### config.mk
export PLATFORM = sky130hd
export DESIGN_NAME = madt_apic_table_parser
export DESIGN_NICKNAME = d
export VERILOG_FILES = /design/src/rtl/madt_pkg.sv /design/src/rtl/madt_front.sv /design/src/rtl/madt_queue.sv /design/src/rtl/madt_back.sv /design/src/rtl/madt_apic_table_parser.sv
export SDC_FILE = /design/constraint.sdc
export NUM_CORES = 2
export LEC_CHECK = 0
export BUFFER_PORTS_ARGS = -buffer_cell sky130_fd_sc_hd__buf_2
export CAP_MARGIN = 20
export CORE_ASPECT_RATIO = 1.5
export CORE_UTILIZATION = 45
export CTS_BUF_LIST = sky130_fd_sc_hd__clkbuf_8
export DETAILED_ROUTE_END_ITERATION = 12
export SLEW_MARGIN = 0
export SYNTH_ARGS = -nofsm -noshare
export SYNTH_HDL_FRONTEND = slang
export SYNTH_SLANG_ARGS = --single-unit
export TNS_END_PERCENT = 5
### constraint.sdc
create_clock -name clk -period 52.1 [get_ports clk]
set_clock_uncertainty 0.05 [all_clocks]
set_input_delay 7.815 -clock clk [delete_from_list [all_inputs] [get_ports clk]]
set_output_delay 7.815 -clock clk [all_outputs]
set_load 0.005 [all_outputs]
### src/rtl/madt_pkg.sv
// Shared types, constants and codes of the MADT parser.
package madt_pkg;

  // Table layout
  localparam logic [31:0] ENTRIES_AT = 32'd44;
  localparam logic [31:0] LAPIC_AT   = 32'd36;
  localparam logic [31:0] HDR_SUMMED = 32'd8;
  localparam logic [31:0] LEN_FIRST  = 32'd4;
  localparam logic [31:0] LEN_LAST   = 32'd7;

  // Override flag masks
  localparam logic [3:0] POL_MASK  = 4'h3;
  localparam logic [3:0] TRIG_MASK = 4'hC;

  // Reset value of the vector base register
  localparam logic [7:0] VECTOR_RESET = 8'h30;

  // Entry types handled
  localparam logic [7:0] ENTRY_IO_APIC   = 8'd1;
  localparam logic [7:0] ENTRY_OVERRIDE  = 8'd2;
  localparam logic [7:0] ENTRY_LAPIC_OVR = 8'd5;

  // Record kinds
  localparam logic KIND_OVERRIDE = 1'b0;
  localparam logic KIND_SUMMARY  = 1'b1;

  // Record queue depth
  localparam int QUEUE_DEPTH = 4;

  typedef enum logic [1:0] {
    STATUS_OK        = 2'd0,
    STATUS_NO_LOCAL  = 2'd1,
    STATUS_NO_IO     = 2'd2,
    STATUS_MALFORMED = 2'd3
  } status_t;

  // Input request: one table byte
  typedef struct packed {
    logic [7:0] table_byte;
    logic       table_start;
  } in_req_t;

  // Output record
  typedef struct packed {
    logic        record_kind;
    logic [7:0]  iso_bus;
    logic [7:0]  iso_source_irq;
    logic [31:0] iso_gsi;
    logic [1:0]  iso_polarity;
    logic [1:0]  iso_trigger;
    logic [7:0]  iso_vector;
    logic [63:0] local_apic_base;
    logic [31:0] io_apic_base;
    logic        checksum_ok;
    logic [1:0]  parse_status;
  } out_rec_t;

  // Outcome of one parsed byte, queued from front to back
  typedef struct packed {
    logic        has_ovr;
    logic        has_sum;
    logic [7:0]  ovr_bus;
    logic [7:0]  ovr_irq;
    logic [31:0] ovr_gsi;
    logic [3:0]  ovr_flags;
    logic [63:0] sum_local;
    logic [31:0] sum_io;
    logic        sum_zero;
    logic        sum_malformed;
  } pkt_t;

endpackage

### src/rtl/madt_front.sv
// Byte parser: tracks table offset, checksum and entry walk, builds record packets.
module madt_front (
  input  logic              clk,
  input  logic              rst_n,
  input  logic              in_fire,
  input  madt_pkg::in_req_t in_data,
  output logic              push,
  output madt_pkg::pkt_t    push_pkt
);
  import madt_pkg::*;

  logic [31:0] off_r, off_nxt, off_c;
  logic [31:0] len_r, len_nxt, len_c;
  logic [7:0]  sum_r, sum_nxt, sum_c;
  logic [7:0]  pos_r, pos_nxt, pos_c;
  logic [7:0]  etype_r, etype_nxt, etype_c;
  logic [7:0]  elen_r, elen_nxt, elen_c;
  logic [63:0] fshift_r, fshift_nxt, fshift_c;
  logic [31:0] eword_r, eword_nxt, eword_c;
  logic [15:0] busirq_r, busirq_nxt, busirq_c;
  logic [63:0] local_r, local_nxt, local_c;
  logic [31:0] io_r, io_nxt, io_c;
  logic        malf_r, malf_nxt, malf_c;
  logic        clr;
  logic [7:0]  b;
  logic [31:0] end_old;
  logic        active;
  logic        emit_ovr, emit_sum;

  assign clr = in_data.table_start;
  assign b   = in_data.table_byte;

  // A start mark clears all parse state before this byte is taken
  assign off_c    = clr ? '0 : off_r;
  assign len_c    = clr ? '0 : len_r;
  assign sum_c    = clr ? '0 : sum_r;
  assign pos_c    = clr ? '0 : pos_r;
  assign etype_c  = clr ? '0 : etype_r;
  assign elen_c   = clr ? '0 : elen_r;
  assign fshift_c = clr ? '0 : fshift_r;
  assign eword_c  = clr ? '0 : eword_r;
  assign busirq_c = clr ? '0 : busirq_r;
  assign local_c  = clr ? '0 : local_r;
  assign io_c     = clr ? '0 : io_r;
  assign malf_c   = clr ? 1'b0 : malf_r;

  assign end_old = (len_c < ENTRIES_AT) ? ENTRIES_AT : len_c;
  assign active  = (off_c < end_old);

  // Per-byte parse step
  always_comb begin
    logic [31:0] end_new;
    logic [7:0]  pos_m4;
    off_nxt    = off_c;
    len_nxt    = len_c;
    sum_nxt    = sum_c;
    pos_nxt    = pos_c;
    etype_nxt  = etype_c;
    elen_nxt   = elen_c;
    fshift_nxt = fshift_c;
    eword_nxt  = eword_c;
    busirq_nxt = busirq_c;
    local_nxt  = local_c;
    io_nxt     = io_c;
    malf_nxt   = malf_c;
    emit_ovr   = 1'b0;
    emit_sum   = 1'b0;
    end_new    = end_old;
    pos_m4     = pos_c - 8'd4;
    if (active) begin
      // checksum span
      if (off_c < HDR_SUMMED || off_c < len_c) begin
        sum_nxt = sum_c + b;
      end
      // table length, little endian
      if (off_c >= LEN_FIRST && off_c <= LEN_LAST) begin
        len_nxt = len_c | (32'(b) << {off_c[1:0], 3'b000});
      end
      // local APIC address from the header
      if (off_c >= LAPIC_AT && off_c <= LAPIC_AT + 32'd3) begin
        local_nxt = local_c | (64'(b) << {off_c[1:0], 3'b000});
      end
      // entry walk
      if (off_c >= ENTRIES_AT && !malf_c) begin
        if (pos_c == 8'd0) begin
          etype_nxt  = b;
          fshift_nxt = '0;
          eword_nxt  = '0;
          busirq_nxt = '0;
          pos_nxt    = 8'd1;
        end else if (pos_c == 8'd1 && b < 8'd2) begin
          elen_nxt = b;
          malf_nxt = 1'b1;
        end else begin
          if (pos_c == 8'd1) begin
            elen_nxt = b;
          end else begin
            case (etype_c)
              ENTRY_IO_APIC: begin
                if (pos_c >= 8'd4 && pos_c <= 8'd7) begin
                  fshift_nxt = fshift_c | (64'(b) << {pos_c[1:0], 3'b000});
                end else if (pos_c >= 8'd8 && pos_c <= 8'd11) begin
                  eword_nxt = eword_c | (32'(b) << {pos_c[1:0], 3'b000});
                end
                if (pos_c == 8'd11 && eword_nxt == 32'd0) begin
                  io_nxt = fshift_c[31:0];
                end
              end
              ENTRY_OVERRIDE: begin
                if (pos_c == 8'd2) begin
                  busirq_nxt = busirq_c | {8'd0, b};
                end else if (pos_c == 8'd3) begin
                  busirq_nxt = busirq_c | {b, 8'd0};
                end else if (pos_c >= 8'd4 && pos_c <= 8'd7) begin
                  eword_nxt = eword_c | (32'(b) << {pos_c[1:0], 3'b000});
                end else if (pos_c == 8'd8) begin
                  fshift_nxt = 64'(b);
                end else if (pos_c == 8'd9) begin
                  emit_ovr = 1'b1;
                end
              end
              ENTRY_LAPIC_OVR: begin
                if (pos_c >= 8'd4 && pos_c <= 8'd11) begin
                  fshift_nxt = fshift_c | (64'(b) << {pos_m4[2:0], 3'b000});
                end
                if (pos_c == 8'd11) begin
                  local_nxt = fshift_nxt;
                end
              end
              default: ;
            endcase
          end
          // entry end: position back to zero
          if ({1'b0, pos_c} + 9'd1 >= {1'b0, elen_nxt}) begin
            pos_nxt = 8'd0;
          end else begin
            pos_nxt = pos_c + 8'd1;
          end
        end
      end
      off_nxt = off_c + 32'd1;
      end_new = (len_nxt < ENTRIES_AT) ? ENTRIES_AT : len_nxt;
      // last table byte: summary
      if (off_nxt == end_new) begin
        emit_sum = 1'b1;
        if (len_nxt < ENTRIES_AT) begin
          malf_nxt = 1'b1;
        end
      end
    end
  end

  // Parse state
  always_ff @(posedge clk) begin
    if (!rst_n) begin
      off_r    <= '0;
      len_r    <= '0;
      sum_r    <= '0;
      pos_r    <= '0;
      etype_r  <= '0;
      elen_r   <= '0;
      fshift_r <= '0;
      eword_r  <= '0;
      busirq_r <= '0;
      local_r  <= '0;
      io_r     <= '0;
      malf_r   <= 1'b0;
    end else if (in_fire) begin
      off_r    <= off_nxt;
      len_r    <= len_nxt;
      sum_r    <= sum_nxt;
      pos_r    <= pos_nxt;
      etype_r  <= etype_nxt;
      elen_r   <= elen_nxt;
      fshift_r <= fshift_nxt;
      eword_r  <= eword_nxt;
      busirq_r <= busirq_nxt;
      local_r  <= local_nxt;
      io_r     <= io_nxt;
      malf_r   <= malf_nxt;
    end
  end

  // Packet toward the record queue
  assign push = in_fire && (emit_ovr || emit_sum);

  always_comb begin
    push_pkt               = '0;
    push_pkt.has_ovr       = emit_ovr;
    push_pkt.has_sum       = emit_sum;
    push_pkt.ovr_bus       = busirq_c[7:0];
    push_pkt.ovr_irq       = busirq_c[15:8];
    push_pkt.ovr_gsi       = eword_c;
    push_pkt.ovr_flags     = fshift_c[3:0];
    push_pkt.sum_local     = local_nxt;
    push_pkt.sum_io        = io_nxt;
    push_pkt.sum_zero      = (sum_nxt == 8'd0);
    push_pkt.sum_malformed = malf_nxt;
  end

endmodule

### src/rtl/madt_queue.sv
// Short packet queue between the byte parser and the record formatter.
module madt_queue #(
  parameter int Depth = madt_pkg::QUEUE_DEPTH
) (
  input  logic           clk,
  input  logic           rst_n,
  input  logic           push,
  input  madt_pkg::pkt_t push_pkt,
  output logic           full,
  input  logic           pop,
  output logic           empty,
  output madt_pkg::pkt_t head_pkt
);
  import madt_pkg::*;

  localparam int PtrW = (Depth > 1) ? $clog2(Depth) : 1;
  localparam int CntW = $clog2(Depth + 1);

  pkt_t            mem_r [Depth];
  logic [PtrW-1:0] wr_ptr_r, wr_ptr_nxt;
  logic [PtrW-1:0] rd_ptr_r, rd_ptr_nxt;
  logic [CntW-1:0] count_r, count_nxt;

  assign full     = (count_r == CntW'(Depth));
  assign empty    = (count_r == '0);
  assign head_pkt = mem_r[rd_ptr_r];

  // Pointer and count update
  always_comb begin
    wr_ptr_nxt = wr_ptr_r;
    rd_ptr_nxt = rd_ptr_r;
    count_nxt  = count_r;
    if (push) begin
      wr_ptr_nxt = (wr_ptr_r == PtrW'(Depth - 1)) ? '0 : wr_ptr_r + PtrW'(1);
    end
    if (pop) begin
      rd_ptr_nxt = (rd_ptr_r == PtrW'(Depth - 1)) ? '0 : rd_ptr_r + PtrW'(1);
    end
    if (push && !pop) begin
      count_nxt = count_r + CntW'(1);
    end else if (pop && !push) begin
      count_nxt = count_r - CntW'(1);
    end
  end

  always_ff @(posedge clk) begin
    if (!rst_n) begin
      wr_ptr_r <= '0;
      rd_ptr_r <= '0;
      count_r  <= '0;
    end else begin
      wr_ptr_r <= wr_ptr_nxt;
      rd_ptr_r <= rd_ptr_nxt;
      count_r  <= count_nxt;
    end
  end

  // Storage, no reset
  always_ff @(posedge clk) begin
    if (push) begin
      mem_r[wr_ptr_r] <= push_pkt;
    end
  end

`ifndef SYNTHESIS
  a_no_push_full: assert property (@(posedge clk) disable iff (!rst_n)
    push |-> !full) else $error("queue pushed while full");
  a_no_pop_empty: assert property (@(posedge clk) disable iff (!rst_n)
    pop |-> !empty) else $error("queue popped while empty");
  a_count_range: assert property (@(posedge clk) disable iff (!rst_n)
    count_r <= CntW'(Depth)) else $error("queue count out of range");
`endif

endmodule

### src/rtl/madt_back.sv
// Record formatter: vector base register, override and summary records, output register.
module madt_back (
  input  logic               clk,
  input  logic               rst_n,
  input  logic               cfg_we,
  input  logic [7:0]         cfg_data,
  input  logic               empty,
  input  madt_pkg::pkt_t     head_pkt,
  output logic               pop,
  output logic               out_valid,
  input  logic               out_ready,
  output madt_pkg::out_rec_t out_data
);
  import madt_pkg::*;

  logic [7:0] vector_base_r;
  logic       out_valid_r, out_valid_nxt;
  out_rec_t   out_data_r;
  logic       ovr_done_r, ovr_done_nxt;
  logic       load;
  logic       send_ovr;
  logic       last;
  out_rec_t   rec;
  status_t    status;

  // Vector base register
  always_ff @(posedge clk) begin
    if (!rst_n) begin
      vector_base_r <= VECTOR_RESET;
    end else if (cfg_we) begin
      vector_base_r <= cfg_data;
    end
  end

  // Which record of the head packet goes next
  assign send_ovr = head_pkt.has_ovr && !ovr_done_r;
  assign last     = !(send_ovr && head_pkt.has_sum);
  assign load     = !empty && (!out_valid_r || out_ready);
  assign pop      = load && last;

  // Status priority: malformed, no local base, no I/O base
  always_comb begin
    if (head_pkt.sum_malformed) begin
      status = STATUS_MALFORMED;
    end else if (head_pkt.sum_local == 64'd0) begin
      status = STATUS_NO_LOCAL;
    end else if (head_pkt.sum_io == 32'd0) begin
      status = STATUS_NO_IO;
    end else begin
      status = STATUS_OK;
    end
  end

  // Record build
  always_comb begin
    rec = '0;
    if (send_ovr) begin
      rec.record_kind    = KIND_OVERRIDE;
      rec.iso_bus        = head_pkt.ovr_bus;
      rec.iso_source_irq = head_pkt.ovr_irq;
      rec.iso_gsi        = head_pkt.ovr_gsi;
      rec.iso_polarity   = 2'(head_pkt.ovr_flags & POL_MASK);
      rec.iso_trigger    = 2'((head_pkt.ovr_flags & TRIG_MASK) >> 2);
      rec.iso_vector     = vector_base_r + head_pkt.ovr_irq;
    end else begin
      rec.record_kind     = KIND_SUMMARY;
      rec.local_apic_base = head_pkt.sum_local;
      rec.io_apic_base    = head_pkt.sum_io;
      rec.checksum_ok     = head_pkt.sum_zero;
      rec.parse_status    = status;
    end
  end

  // Control next state
  always_comb begin
    out_valid_nxt = out_valid_r;
    ovr_done_nxt  = ovr_done_r;
    if (load) begin
      out_valid_nxt = 1'b1;
      ovr_done_nxt  = !last;
    end else if (out_ready) begin
      out_valid_nxt = 1'b0;
    end
  end

  always_ff @(posedge clk) begin
    if (!rst_n) begin
      out_valid_r <= 1'b0;
      ovr_done_r  <= 1'b0;
    end else begin
      out_valid_r <= out_valid_nxt;
      ovr_done_r  <= ovr_done_nxt;
    end
  end

  always_ff @(posedge clk) begin
    if (load) begin
      out_data_r <= rec;
    end
  end

  assign out_valid = out_valid_r;
  assign out_data  = out_data_r;

`ifndef SYNTHESIS
  a_sum_clean: assert property (@(posedge clk) disable iff (!rst_n)
    out_valid_r && out_data_r.record_kind == KIND_SUMMARY
      |-> out_data_r.iso_gsi == 32'd0 && out_data_r.iso_source_irq == 8'd0)
    else $error("summary record carries override fields");
  a_split_pending: assert property (@(posedge clk) disable iff (!rst_n)
    ovr_done_r |-> !empty && head_pkt.has_sum)
    else $error("override sent but summary of the packet is missing");
  a_out_hold: assert property (@(posedge clk) disable iff (!rst_n)
    out_valid_r && !out_ready |=> out_valid_r && $stable(out_data_r))
    else $error("output record changed while stalled");
`endif

endmodule

### src/rtl/madt_apic_table_parser.sv
// Top level of the streaming MADT parser.
//
//   port group  dir  handshake            payload
//   in_*        in   in_valid/in_ready    in_data   (madt_pkg::in_req_t)
//   out_*       out  out_valid/out_ready  out_data  (madt_pkg::out_rec_t)
//   cfg_*       in   cfg_we               cfg_data  (vector base, 8 bits)
//
// One table byte is accepted every cycle while the record queue has room;
// the byte parser does all per-byte work in the cycle that accepts the byte.
// A record passes through the queue storage and then the output register before it reaches
// out_data; a byte that yields an override and the summary gives two output records, override first.
// When out_ready stays low the queue absorbs up to Depth packets, then in_ready drops.
// Synchronous active-low reset clears parse state and sets the vector base to 48.
module madt_apic_table_parser #(
  parameter int Depth = madt_pkg::QUEUE_DEPTH
) (
  input  logic               clk,
  input  logic               rst_n,
  input  logic               in_valid,
  output logic               in_ready,
  input  madt_pkg::in_req_t  in_data,
  output logic               out_valid,
  input  logic               out_ready,
  output madt_pkg::out_rec_t out_data,
  input  logic               cfg_we,
  input  logic [7:0]         cfg_data
);
  import madt_pkg::*;

  logic in_fire;
  logic push, pop, full, empty;
  pkt_t push_pkt, head_pkt;

  assign in_ready = !full;
  assign in_fire  = in_valid && in_ready;

  madt_front u_front (
    .clk      (clk),
    .rst_n    (rst_n),
    .in_fire  (in_fire),
    .in_data  (in_data),
    .push     (push),
    .push_pkt (push_pkt)
  );

  madt_queue #(
    .Depth (Depth)
  ) u_queue (
    .clk      (clk),
    .rst_n    (rst_n),
    .push     (push),
    .push_pkt (push_pkt),
    .full     (full),
    .pop      (pop),
    .empty    (empty),
    .head_pkt (head_pkt)
  );

  madt_back u_back (
    .clk       (clk),
    .rst_n     (rst_n),
    .cfg_we    (cfg_we),
    .cfg_data  (cfg_data),
    .empty     (empty),
    .head_pkt  (head_pkt),
    .pop       (pop),
    .out_valid (out_valid),
    .out_ready (out_ready),
    .out_data  (out_data)
  );

endmodule
==> metrics.sh <==
YS_FF_LATCH=1092
SYNTH_COMMONEST_CELLS='768 x edfxtp_1, 324 x dfxtp_1, 293 x nand2_1, 265 x nor2_1, 194 x a21oi_1'
TIMING.SETUP.CRITICAL_PATH_CLASS='in2reg'
DETAILEDPLACE.WORSTSLACK_NS=37.30
IO_PINS=184
SLOWEST_STAGE='buf_4'
IR_DROP_mV=0.0193
POWER_DENSITY_nW_PER_UM2=30.6
POSTSYNTH.ASYNCRESETSHARE=0
POST_SYNTH.CELL_AREA_AVG_UM2=12.8
LAYOUT-DRIVE-GT1-SHARE=0.174
TRITONCTS='done'
PATH_DELAY_FAMILY='buffers and inverters'
CLK_PIN_SLEW_WORST_PATHS_NS=0.06
MAX-CLOCK-PATH-BUFFERS=3
SYNTH-EDFF-COUNT=768
GLOBAL_ROUTE.OVERFLOW_TOTAL=0
SYNTH_TO_LAYOUT_AREA_GROWTH_PCT=11.6
CELLS_ALONG_THE_CRITICAL_PATH='buf_6, buf_12, nand2b_1, inv_1, ha_1, a21o_1, a21o_1, a221o_1, a31oi_1, a2111oi_0, o31a_1, nor3_1, a31oi_1, nor3b_2, buf_4, buf_4'
HPWL_MM=98.0
DIE-WIDTH_UM=270
FIN_WS_NS=38.10
VIAS_IN_THE_FIRST_GLOBAL_ROUTE=33226
ANTENNA_LEFT=0
POST_SYNTH_MAIN_AREA_CONTRIBUTORS='edfxtp_1 48%, dfxtp_1 13%, mux4_2 7.1%'
WORST_HOLD_PATH_TYPE='reg2reg'
CTS_MAX_LEVEL=4
P_LEAK_uW=0.0186
TIMING.CRITICAL_PATH.REQUIRED_NS=52.53
CTS.SINKS=1092
TIMING.CRITICAL_PATH.ARRIVAL_NS=14.43
BUFFERS_INSERTED_DURING_POST_CTS_SETUP_OPTIMIZATION=0
SYNTH_LARGEST_AREA_CELL='edfxtp_1'
CRIT_END_CATEGORY='flip-flop'
GRT_FIRST_PASS_WIRELENGTH_MM=219
ROUTED_WL_MM=149
POWER.TOTAL_uW=1650
PER_CELL_ROUTED_WIRE_LENGTH_UM=27.2
RUN_STATUS='complete, no violations'
SYNTH_CELLS=3773
FINALHOLDVIOLATIONS=0
WORST_SKEW_PAIR.LATE_LATENCY_NS=0.87
GPL.FINAL_WEIGHTED_CONGESTION=1.01
IO_BUFFERS=183
DRT_PASS1_ITERATIONS=8
DR.FIRST_ITER.DRC_COUNT=3160
REMAINING_DRC_ERRORS=0
SYNTHDOMINANTCELLAREASHARE=0.477
ROWS=146
MAPPEDNETLISTNETS=3894
ROUTED_VIA_DENSITY=6.08
DESIGN.CORE.AREA_UM2=106000
MOST_FREQUENTLY_USED_CELL_TYPE_IN_THE_POST_SYNTHESIS_NETLIST='edfxtp_1'
SYNTH-WARNING-COUNT=0
ANTENNA_FOUND_INITIAL=4
GRT_SETUP_UNREPAIRED='false'
SYNTH-MAIN-FF-CELL='edfxtp_1'
GRT_START_MAX_NET_PINS=148
SYNTH_SEQUENTIAL_AREA_RATIO=0.611
TIMING.SLEW.HEADROOM=0.250
GRT_TOTAL_USAGE=0.273
LAYOUTNONFILLERINSTCOUNT=5495
PLACED_CELLS=5196
MAX_SLEW.WORST_PIN.SLEW_NS=1.11
SETUP_VIOLATIONS=0
FF_LATCH_AREA_UM2=29600
SYNTH_CELL_TYPES=90
DIE_AREA_UM2=109000
SLEW_VIOLATIONS=0
FINISH.UTILIZATION=0.509
MULTI_INPUT_COMBINATIONAL_CELL_AREA_UM2=17700
INITIAL_CORE_UTIL=0.456
CTS.ROOT.BUFFER_CELL='clkbuf_8'
NETS=4073
CLOCK.FMAX_MHz=71.4
NUMBER_OF_HOLD_BUFFERS_ADDED_AFTER_CTS=0
MAX_CAP_VIOLATIONS=0
TOTALNEGATIVESETUPSLACK_NS=0
POST_CTS_RESIZE_COUNT=0
SYNTH.CELL_AREA_UM2=48400
TRITONCTS.NUM_BUFFERS=160
FILLERINSTANCES=9277
TIMING.FINAL.CRIT_PERIOD_NS=14.00
TIMING.FINAL.CRIT_SHARE=0.269
WORSTPATHBUFFERINVERTERCOUNT=5
WORST_PATH_LARGEST_CELL_DELAY_NS=0.80
CRIT_PATH_MAX_FANOUT=147
FLOORPLAN.DIE.HEIGHT_UM=404
SETUP.WORST_PATH.START_CLASS='input port'
VIAS=33416
path summary, 6_finish.rpt:
| path | startpoint | to | slack [ns] | cells after the start |
|---|---|---|---|---|
| worst min register to register | u_front.busirq_r[2] | u_front.busirq_r[2] | 0.40 | 2 |
| worst max register to register | u_front.len_r[15] | u_queue.mem_r[0][72] | 44.26 | 17 |
| worst max-delay path | in_data[0] | u_queue.mem_r[0][72] | 38.10 | 16 |
| worst min-delay path | u_front.busirq_r[2] | u_front.busirq_r[2] | 0.40 | 2 |
per-stage QoR:
| stage | hold slack [ns] | area, um^2 |
|---|---|---|
| final | 0.397 | 54000 |
| after global routing | 0.423 | 54000 |
| after CTS | 0.403 | 54000 |
| after detailed placement | 0.386 | 50800 |
| after global placement | 0.375 | 50800 |
| after floorplan | 0.367 | 48400 |
power by group:
part	leakage (uW)	internal [uW]	switching (uW)
clock	0.00182	344	340
combinational	0.00766	9.83	37.1
sequential	0.00910	920	2.00
total	0.0186	1270	379
area by class of cell:
type,instances,share of cell area
inverters,46,0.00329
repair buffers,267,0.0290
flip-flops and latches,1092,0.547
diodes,2,0.0000927
clock buffers,179,0.0456
clock inverters,118,0.0132
multi-input cells,2385,0.329
well taps,1406,0.0326
logic make-up (layout without fill, tap and decap cells):
group	Yosys count	count (layout)	share of synthesized area
mux	223	223	0.0861
fa+ha+maj	99	99	0.0261
other cells	0	2	0
compound gates	817	817	0.115
flops	1092	1092	0.611
simple gates	1173	1173	0.125
xor+xnor	73	73	0.0134
buf+inv	296	610	0.0238
worst reg2reg max path, cell delays in order, from the launching register on:
cell	delay, ns
dfxtp_1	0.35
or4_1	0.57
nor4_1	0.92
and4_1	0.36
a21oi_1	0.15
and2_1	0.22
ha_1	0.28
a21o_1	0.16
a21o_1	0.17
a221o_1	0.28
a31oi_1	0.32
a2111oi_0	0.22
o31a_1	0.49
nor3_1	0.79
a31oi_1	0.32
nor3b_2	0.39
buf_4	0.48
buf_4	0.85
per-layer routing:
layer  vias to the layer above  global-route usage  part of all wire
li1                      14793                   -                 -
met1                     16600               0.323              0.38
met2                      1504               0.454              0.49
met3                       515              0.0558             0.067
met4                         4               0.173             0.069
met5                         -                   0           0.00018
flip-flops by register name (all words and copies together) (netlist names), named ones only:
signal and flops:
u_back.out_data 160, u_back.out_valid 1, u_back.ovr_done_r 1, u_back.vector_base_r 8
u_front.busirq_r 16, u_front.elen_r 8, u_front.etype_r 8, u_front.eword_r 32
u_front.fshift_r 64, u_front.io_r 32, u_front.len_r 32, u_front.local_r 64
u_front.malf_r 1, u_front.off_r 32, u_front.pos_r 8, u_front.sum_r 8
u_queue.count_r 3, u_queue.mem_r 608, u_queue.rd_ptr_r 2, u_queue.wr_ptr_r 2
placed cells by master, fill, tap and decap left out, types with 98 or more instances in the layout:
cell type / n
edfxtp_1: 768
nor2b_1: 154
clkbuf_8: 179
a21oi_1: 193
inv_1: 98
mux4_2: 152
dfxtp_1: 322
nand2_1: 291
and2_1: 126
nor2_1: 263
buf_2: 182
o21ai_0: 118
(Power assumes the default switching activity.)
